==> config.mk <==
export PLATFORM = sky130hd
export DESIGN_NAME = sort_and_merge_two_lists_top
export DESIGN_NICKNAME = d
export VERILOG_FILES = /design/src/sv/smtl_pkg.sv /design/src/sv/smtl_list.sv /design/src/sv/sort_and_merge_two_lists_top.sv
export SDC_FILE = /design/constraint.sdc
export NUM_CORES = 2
export LEC_CHECK = 0
export ABC_CLOCK_PERIOD_IN_PS = 8740
export BUFFER_PORTS_ARGS = -buffer_cell sky130_fd_sc_hd__buf_2
export CORE_ASPECT_RATIO = 1.75
export CORE_UTILIZATION = 25
export CTS_CLUSTER_DIAMETER = 40
export CTS_CLUSTER_SIZE = 20
export DETAILED_ROUTE_END_ITERATION = 7
export HOLD_SLACK_MARGIN = 0.12
export SYNTH_ARGS = -nofsm -noshare
export SYNTH_HDL_FRONTEND = slang
export SYNTH_SLANG_ARGS = --single-unit
export TNS_END_PERCENT = 5
==> constraint.sdc <==
create_clock -name clk -period 8.74 [get_ports clk]
set_input_delay 0.874 -clock clk [delete_from_list [all_inputs] [get_ports clk]]
set_output_delay 0.874 -clock clk [all_outputs]
set_load 0.05 [all_outputs]
==> src/sv/smtl_pkg.sv <==
// ----------------------------------------------------------------------------
// Two-list sort and merge: shared package
// Types and constants used by the list buffer and the top level.
// ----------------------------------------------------------------------------
package smtl_pkg;

  localparam int DATA_W         = 32;
  localparam int LIST_DEPTH_DEF = 32;

  // Per-list control from the top-level sequencer.
  typedef struct packed {
    logic wr_en;       // load transfer writes the next free entry
    logic sort_start;  // begin the exchange sort over the loaded entries
  } list_ctl_t;

  // Exchange-sort sequencer inside each list buffer.
  typedef enum logic [2:0] {
    SORT_IDLE,
    SORT_RD_P,
    SORT_LD_P,
    SORT_RD_Q,
    SORT_CMP_Q,
    SORT_WB_P
  } sort_state_t;

  // Top-level batch sequencer.
  typedef enum logic [2:0] {
    TOP_LOAD,
    TOP_START,
    TOP_WAIT,
    TOP_MRG_RD,
    TOP_MRG_PICK
  } top_state_t;

endpackage

==> src/sv/smtl_list.sv <==
// ----------------------------------------------------------------------------
// Two-list sort and merge: list buffer
// One list's storage with an exchange-sort sequencer around one comparator.
// ----------------------------------------------------------------------------
module smtl_list #(
  parameter int DEPTH = smtl_pkg::LIST_DEPTH_DEF,
  parameter int AW    = (DEPTH > 1) ? $clog2(DEPTH) : 1,
  parameter int CW    = $clog2(DEPTH + 1)
) (
  input  logic                       clk,
  input  logic                       rst_n,
  input  smtl_pkg::list_ctl_t        ctl,
  input  logic [AW-1:0]              wr_addr,
  input  logic [smtl_pkg::DATA_W-1:0] wr_data,
  input  logic [CW-1:0]              len,
  input  logic [AW-1:0]              rd_addr,
  output logic [smtl_pkg::DATA_W-1:0] rd_data,
  output logic                       busy
);

  logic [smtl_pkg::DATA_W-1:0] mem [DEPTH];
  logic [smtl_pkg::DATA_W-1:0] rd_data_r;

  smtl_pkg::sort_state_t state_r, state_nxt;
  logic [AW-1:0]               p_r, p_nxt;
  logic [AW-1:0]               q_r, q_nxt;
  logic [smtl_pkg::DATA_W-1:0] cur_r, cur_nxt;

  logic                        mem_we;
  logic [AW-1:0]               mem_waddr;
  logic [smtl_pkg::DATA_W-1:0] mem_wdata;
  logic [AW-1:0]               mem_raddr;

  always_ff @(posedge clk) begin
    if (mem_we) begin
      mem[mem_waddr] <= mem_wdata;
    end
    rd_data_r <= mem[mem_raddr];
  end

  always_ff @(posedge clk) begin
    if (!rst_n) begin
      state_r <= smtl_pkg::SORT_IDLE;
    end else begin
      state_r <= state_nxt;
    end
    p_r   <= p_nxt;
    q_r   <= q_nxt;
    cur_r <= cur_nxt;
  end

  // The running minimum for position p lives in cur_r; each larger entry q
  // is compared against it and the two are swapped when out of order.
  always_comb begin
    state_nxt = state_r;
    p_nxt     = p_r;
    q_nxt     = q_r;
    cur_nxt   = cur_r;
    mem_we    = ctl.wr_en;
    mem_waddr = wr_addr;
    mem_wdata = wr_data;
    mem_raddr = rd_addr;
    case (state_r)
      smtl_pkg::SORT_IDLE: begin
        p_nxt = '0;
        if (ctl.sort_start && len > CW'(1)) begin
          state_nxt = smtl_pkg::SORT_RD_P;
        end
      end
      smtl_pkg::SORT_RD_P: begin
        mem_raddr = p_r;
        state_nxt = smtl_pkg::SORT_LD_P;
      end
      smtl_pkg::SORT_LD_P: begin
        cur_nxt   = rd_data_r;
        q_nxt     = p_r + AW'(1);
        state_nxt = smtl_pkg::SORT_RD_Q;
      end
      smtl_pkg::SORT_RD_Q: begin
        mem_raddr = q_r;
        state_nxt = smtl_pkg::SORT_CMP_Q;
      end
      smtl_pkg::SORT_CMP_Q: begin
        mem_raddr = q_r;
        if ($signed(cur_r) > $signed(rd_data_r)) begin
          mem_we    = 1'b1;
          mem_waddr = q_r;
          mem_wdata = cur_r;
          cur_nxt   = rd_data_r;
        end
        if (CW'(q_r) == len - CW'(1)) begin
          state_nxt = smtl_pkg::SORT_WB_P;
        end else begin
          q_nxt     = q_r + AW'(1);
          state_nxt = smtl_pkg::SORT_RD_Q;
        end
      end
      smtl_pkg::SORT_WB_P: begin
        mem_we    = 1'b1;
        mem_waddr = p_r;
        mem_wdata = cur_r;
        if (CW'(p_r) == len - CW'(2)) begin
          state_nxt = smtl_pkg::SORT_IDLE;
        end else begin
          p_nxt     = p_r + AW'(1);
          state_nxt = smtl_pkg::SORT_RD_P;
        end
      end
      default: begin
        state_nxt = smtl_pkg::SORT_IDLE;
      end
    endcase
  end

  assign rd_data = rd_data_r;
  assign busy    = (state_r != smtl_pkg::SORT_IDLE);

endmodule

==> src/sv/sort_and_merge_two_lists_top.sv <==
// ----------------------------------------------------------------------------
// Two-list sort and merge: top level
// Loads a batch into lists A and B, sorts both and streams out the merge.
// ----------------------------------------------------------------------------
// Signed 32-bit values arrive one per transfer on the in_ channel, tagged by
// in_tuser for list A (0) or list B (1); each list holds LIST_DEPTH values,
// and a value for a full list is dropped and sets the overflow flag. Loading
// takes one transfer per cycle. The transfer with in_tlast set is stored like
// any other and closes the batch: in_tready then drops while both lists are
// sorted in parallel, each by its own exchange-sort sequencer built around
// one comparator and one buffer with one read and one write port. Sorting
// reads and compares every pair of a list's entries through that comparator
// (a list of fewer than two entries is not sorted), and the longer list sets
// the time. The merge then reads the head of each list in a read state and
// picks one result in a pick state, which waits while out_tready holds back
// the output register; ties go to list A. Results leave through that
// register, so the last result may still be waiting on out_tready while
// loading of the next batch has begun. out_tlast marks the final result and
// out_tuser carries the overflow flag on every result of the batch.
// ----------------------------------------------------------------------------
module sort_and_merge_two_lists_top #(
  parameter int LIST_DEPTH = smtl_pkg::LIST_DEPTH_DEF
) (
  input  logic        clk,
  input  logic        rst_n,
  input  logic        in_tvalid,
  output logic        in_tready,
  input  logic [31:0] in_tdata,   // [31:0] value
  input  logic        in_tuser,   // [0] list_sel
  input  logic        in_tlast,   // is_last
  output logic        out_tvalid,
  input  logic        out_tready,
  output logic [31:0] out_tdata,  // [31:0] sorted_value
  output logic        out_tuser,  // [0] overflow
  output logic        out_tlast   // last_out
);

  localparam int AW = (LIST_DEPTH > 1) ? $clog2(LIST_DEPTH) : 1;
  localparam int CW = $clog2(LIST_DEPTH + 1);

  smtl_pkg::top_state_t state_r, state_nxt;

  logic [CW-1:0] cnt_a_r, cnt_a_nxt;
  logic [CW-1:0] cnt_b_r, cnt_b_nxt;
  logic          drop_r, drop_nxt;
  logic [CW-1:0] ia_r, ia_nxt;
  logic [CW-1:0] ib_r, ib_nxt;

  logic        out_tvalid_r, out_tvalid_nxt;
  logic [31:0] out_tdata_r, out_tdata_nxt;
  logic        out_tuser_r, out_tuser_nxt;
  logic        out_tlast_r, out_tlast_nxt;

  smtl_pkg::list_ctl_t        ctl_a, ctl_b;
  logic [31:0]                a_data, b_data;
  logic                       busy_a, busy_b;

  logic in_xfer;
  logic out_free;
  logic pick_a;

  smtl_list #(.DEPTH(LIST_DEPTH), .AW(AW), .CW(CW)) u_list_a (
    .clk     (clk),
    .rst_n   (rst_n),
    .ctl     (ctl_a),
    .wr_addr (cnt_a_r[AW-1:0]),
    .wr_data (in_tdata),
    .len     (cnt_a_r),
    .rd_addr (ia_r[AW-1:0]),
    .rd_data (a_data),
    .busy    (busy_a)
  );

  smtl_list #(.DEPTH(LIST_DEPTH), .AW(AW), .CW(CW)) u_list_b (
    .clk     (clk),
    .rst_n   (rst_n),
    .ctl     (ctl_b),
    .wr_addr (cnt_b_r[AW-1:0]),
    .wr_data (in_tdata),
    .len     (cnt_b_r),
    .rd_addr (ib_r[AW-1:0]),
    .rd_data (b_data),
    .busy    (busy_b)
  );

  always_ff @(posedge clk) begin
    if (!rst_n) begin
      state_r      <= smtl_pkg::TOP_LOAD;
      cnt_a_r      <= '0;
      cnt_b_r      <= '0;
      drop_r       <= 1'b0;
      out_tvalid_r <= 1'b0;
    end else begin
      state_r      <= state_nxt;
      cnt_a_r      <= cnt_a_nxt;
      cnt_b_r      <= cnt_b_nxt;
      drop_r       <= drop_nxt;
      out_tvalid_r <= out_tvalid_nxt;
    end
    ia_r        <= ia_nxt;
    ib_r        <= ib_nxt;
    out_tdata_r <= out_tdata_nxt;
    out_tuser_r <= out_tuser_nxt;
    out_tlast_r <= out_tlast_nxt;
  end

  assign in_tready = (state_r == smtl_pkg::TOP_LOAD);
  assign in_xfer   = in_tvalid && in_tready;
  assign out_free  = !out_tvalid_r || out_tready;

  // List A wins while it has entries left, unless B still has entries and
  // B's head is strictly smaller.
  assign pick_a = (ia_r < cnt_a_r) &&
                  ((ib_r >= cnt_b_r) || !($signed(a_data) > $signed(b_data)));

  always_comb begin
    state_nxt      = state_r;
    cnt_a_nxt      = cnt_a_r;
    cnt_b_nxt      = cnt_b_r;
    drop_nxt       = drop_r;
    ia_nxt         = ia_r;
    ib_nxt         = ib_r;
    out_tvalid_nxt = out_tvalid_r && !out_tready;
    out_tdata_nxt  = out_tdata_r;
    out_tuser_nxt  = out_tuser_r;
    out_tlast_nxt  = out_tlast_r;
    ctl_a          = '0;
    ctl_b          = '0;
    case (state_r)
      smtl_pkg::TOP_LOAD: begin
        ia_nxt = '0;
        ib_nxt = '0;
        if (in_xfer) begin
          if (!in_tuser) begin
            if (cnt_a_r < CW'(LIST_DEPTH)) begin
              ctl_a.wr_en = 1'b1;
              cnt_a_nxt   = cnt_a_r + CW'(1);
            end else begin
              drop_nxt = 1'b1;
            end
          end else begin
            if (cnt_b_r < CW'(LIST_DEPTH)) begin
              ctl_b.wr_en = 1'b1;
              cnt_b_nxt   = cnt_b_r + CW'(1);
            end else begin
              drop_nxt = 1'b1;
            end
          end
          if (in_tlast) begin
            state_nxt = smtl_pkg::TOP_START;
          end
        end
      end
      smtl_pkg::TOP_START: begin
        ctl_a.sort_start = 1'b1;
        ctl_b.sort_start = 1'b1;
        state_nxt        = smtl_pkg::TOP_WAIT;
      end
      smtl_pkg::TOP_WAIT: begin
        if (!busy_a && !busy_b) begin
          if (cnt_a_r == '0 && cnt_b_r == '0) begin
            drop_nxt  = 1'b0;
            state_nxt = smtl_pkg::TOP_LOAD;
          end else begin
            state_nxt = smtl_pkg::TOP_MRG_RD;
          end
        end
      end
      smtl_pkg::TOP_MRG_RD: begin
        // Read addresses are ia_r and ib_r; the heads are valid next cycle.
        state_nxt = smtl_pkg::TOP_MRG_PICK;
      end
      smtl_pkg::TOP_MRG_PICK: begin
        if (out_free) begin
          out_tvalid_nxt = 1'b1;
          out_tuser_nxt  = drop_r;
          if (pick_a) begin
            out_tdata_nxt = a_data;
            ia_nxt        = ia_r + CW'(1);
          end else begin
            out_tdata_nxt = b_data;
            ib_nxt        = ib_r + CW'(1);
          end
          out_tlast_nxt = (ia_nxt == cnt_a_r) && (ib_nxt == cnt_b_r);
          if (out_tlast_nxt) begin
            cnt_a_nxt = '0;
            cnt_b_nxt = '0;
            drop_nxt  = 1'b0;
            state_nxt = smtl_pkg::TOP_LOAD;
          end else begin
            state_nxt = smtl_pkg::TOP_MRG_RD;
          end
        end
      end
      default: begin
        state_nxt = smtl_pkg::TOP_LOAD;
      end
    endcase
  end

  assign out_tvalid = out_tvalid_r;
  assign out_tdata  = out_tdata_r;
  assign out_tuser  = out_tuser_r;
  assign out_tlast  = out_tlast_r;

endmodule
==> impl_metrics.py <==
metrics = {
    "cells_and_area": {
        "finish.instance_area_um2": 104000,
        "fillCellCount": 35000,
        "final_util_pct": 28.7,
        "drive_gt1_share_pct": 26.0,
        "seq_area_um2": 67100,
        "nets": 4864,
        "multi_input_area_um2": 23100,
        "syn_to_final_growth_pct": 14.1,
        "layout_commonest_cell": "edfxtp_1",
        "final_cell_mix": "edfxtp_1, mux4_2, mux2_2",
    },
    "clocking": {
        "cts_buffer_depth": 4,
        "postCtsHoldBufs": 0,
        "cts_made_buffers": 182,
        "cts_root_buffer": "clkbuf_16",
        "tritoncts": "built",
        "htree_levels": 4,
        "cts_resized": 0,
        "clk_latency_ps": 840,
        "cts_setup_buffers": 0,
        "clk_pin_slew_ps": 80,
        "clock-sinks": 2265,
    },
    "floorplan": {
        "rows": 292,
        "design.portCount": 74,
        "core-area_um2": 361000,
        "die-area_um2": 366000,
        "die_height_um": 800,
        "dieWidth_um": 458,
        "initial_core_util_pct": 25.1,
    },
    "placed_design": {
        "gp_congestion": 0.862,
        "place_area_um2": 97500,
        "numPortBuffers": 73,
        "hpwl_um": 149000,
        "place_ws_ps": 2800,
    },
    "timing": {
        "finalMaxSlewViolations": 0,
        "setup_violations": 0,
        "fin_ws_ps": 2800,
        "final.period_utilization_pct": 68.0,
        "rsz0062_at_grt": "no",
        "finClkSkew_ps": 64.8,
        "whs_ps": 418,
        "setup_tns_ps": 0,
        "worst_pin_slew_ps": 1240,
        "relSlewSlack_pct": 17.4,
        "hold_viol": 0,
        "fmax_ghz": 0.168,
        "min_period_ps": 5940,
    },
    "global_route": {
        "grt_pass1_vias": 46000,
        "track_usage_pct": 12.3,
        "grt_pass1_wl_um": 333000,
        "gr-total-overflow": 0,
        "antenna_found_initial": 13,
        "grt_max_degree": 129,
    },
    "yosys": {
        "synth_fa_ha_area_share_pct": 1.73,
        "synth_compound_area_share_pct": 3.19,
        "ys_ff_latch": 2265,
        "synth_fp_nets": 4780,
        "yosys_most_used_dff": "edfxtp_1",
        "synth_cells": 4616,
        "postSynthAreaPerCell_um2": 19.7,
        "synth_edf_count": 2178,
        "yosys.area_share.simple_pct": 2.52,
        "synth_warnings": 0,
        "muxShareOfSynthArea_pct": 16.7,
        "ys_types": 62,
        "synth_top_family_by_area": "multiplexers",
        "ys_async_sr_fraction_pct": 0,
        "synth-seq-area-share_pct": 73.9,
        "synth_area_um2": 90900,
        "yosys.area_share.xor_xnor_pct": 0.569,
    },
    "routing": {
        "drtIter0Drc": 4096,
        "wirelength_um": 230000,
        "vias_per_cell": 4.64,
        "wl_per_cell_um": 24.1,
        "drc_errors": 0,
        "vias": 44300,
        "ant_nets": 0,
        "dr.pass1.iters": 5,
    },
    "worst_setup_path": {
        "cp_max_fo": 25,
        "critical_path_class": "reg -> reg",
        "cp_data_required_time_ps": 9290,
        "critical_path.startpoint_type": "flip-flop",
        "cp-end-kind": "flip-flop",
        "cp.arrival_ps": 6500,
    },
    "pwr": {
        "p_leak_nw": 32.3,
        "power_density_nw_per_um2": 284,
        "ir_drop_v": 0.000298,
    },
    "worst_hold_path": {
        "min_path_type": "reg -> reg",
    },
    "flow_run": {
        "cap_violations": 0,
    },
    "outcome": {
        "run_status": "complete, no violations",
    },
}
## cell families after synthesis
logic type | Yosys count
adder cells (fa/ha/maj) | 126
AO/OA/AOI/OAI | 466
buffers and inverters | 335
XOR/XNOR | 59
flip-flops | 2265
multiplexers | 852
AND/OR/NAND/NOR | 513
## sequential cells by signal, indices dropped and copies added (netlist names), 32 cells and up
name	flops
u_list_a.rd_data	32
u_list_b.rd_data	32
u_list_a.cur_r	32
out_tdata	32
u_list_b.cur_r	32
u_list_b.mem	1024
u_list_a.mem	1024
## critical path: stages (launching register included)
cell	delay, ps
dfxtp_1	380
inv_1	70
ha_1	310
a21o_1	160
a21o_1	180
a21o_1	180
a21o_1	170
a21o_1	160
a221oi_1	590
buf_4	210
a41oi_1	470
and2_1	480
a221oi_1	560
nand3_1	490
nor2_4	870
buf_4	310
## layer usage
metal | part of all wire [%] | GRT usage [%] | vias to the layer above
li1 | - | - | 19000
met1 | 38 | 14.7 | 23600
met2 | 54 | 22.7 | 1304
met3 | 4.3 | 1.12 | 330
met4 | 3.7 | 4.54 | 0
met5 | 0 | 0 | -
## stage by stage
stage | total power [mW] | std cells
2_1_floorplan | 18.4 | 4616
3_3_place_gp | 21.1 | 9220
3_5_place_dp | 21.2 | 9220
4_1_cts | 29.8 | 9542
5_1_grt | 30.6 | 9543
6_report | 29.5 | 9545
## final cells by class
cell class	instances	area share (%)
Tap cell	4704	5.68
Clock inverter	125	1.44
Multi-Input combinational cell	2016	22.3
Inverter	90	0.326
Clock buffer	197	4.51
Antenna cell	3	0.00724
Sequential cell	2265	64.8
Timing Repair Buffer	145	1.01
## path summary, 6_finish.rpt
path | from | endpoint | slack [ps] | cells past startpoint
min reg2reg | u_list_b.rd_data[12]$_DFF_P_ | u_list_b.cur_r[12]$_DFFE_PP_ | 420 | 0
max reg2reg | u_list_a.rd_data[25]$_DFF_P_ | u_list_a.mem[9][29]$_DFFE_PP_ | 2800 | 15
max | u_list_a.rd_data[25]$_DFF_P_ | u_list_a.mem[9][29]$_DFFE_PP_ | 2800 | 15
min | u_list_b.rd_data[12]$_DFF_P_ | u_list_b.cur_r[12]$_DFFE_PP_ | 420 | 0
## synth_stat cells, drive strengths merged (2+ instances only)
library cell | number | area [um2]
or3 | 2 | 12.5
o211ai | 67 | 522
nor2b | 24 | 150
nor2 | 194 | 728
or2 | 6 | 37.5
a31oi | 13 | 81.3
and2 | 12 | 75.1
nor4 | 3 | 18.8
or4 | 3 | 22.5
dfxtp | 87 | 1740
nand3 | 44 | 220
a21o | 25 | 188
and3 | 16 | 100
o31ai | 2 | 15.0
o21bai | 2 | 15.0
nor3b | 3 | 22.5
nor3 | 18 | 90.1
a221oi | 11 | 96.3
mux2 | 201 | 2260
xnor2 | 39 | 342
a31o | 3 | 26.3
a32oi | 9 | 78.8
a21oi | 121 | 609
mux4 | 512 | 11500
ha | 126 | 1580
a41oi | 4 | 35.0
a211o | 4 | 35.0
a21boi | 5 | 37.5
nand2b | 5 | 31.3
clkbuf | 171 | 642
buf | 74 | 282
nand4 | 26 | 163
xor2 | 20 | 175
edfxtp | 2178 | 65400
nand2 | 152 | 571
o21ai | 152 | 761
inv | 90 | 338
a221o | 12 | 120
a22oi | 3 | 22.5
mux2i | 139 | 1390
nor4b | 3 | 26.3
a211oi | 5 | 37.5
o31a | 2 | 17.5
o21a | 12 | 90.1
o22ai | 6 | 37.5
## power breakdown
part / internal [mW] / switching (mW) / total (mW)
registers: 12.4 / 0.328 / 12.7
logic: 3.44 / 4.66 / 8.10
clock network: 4.51 / 4.14 / 8.65
total: 20.3 / 9.13 / 29.5
Power figures use the tool's default switching activity.
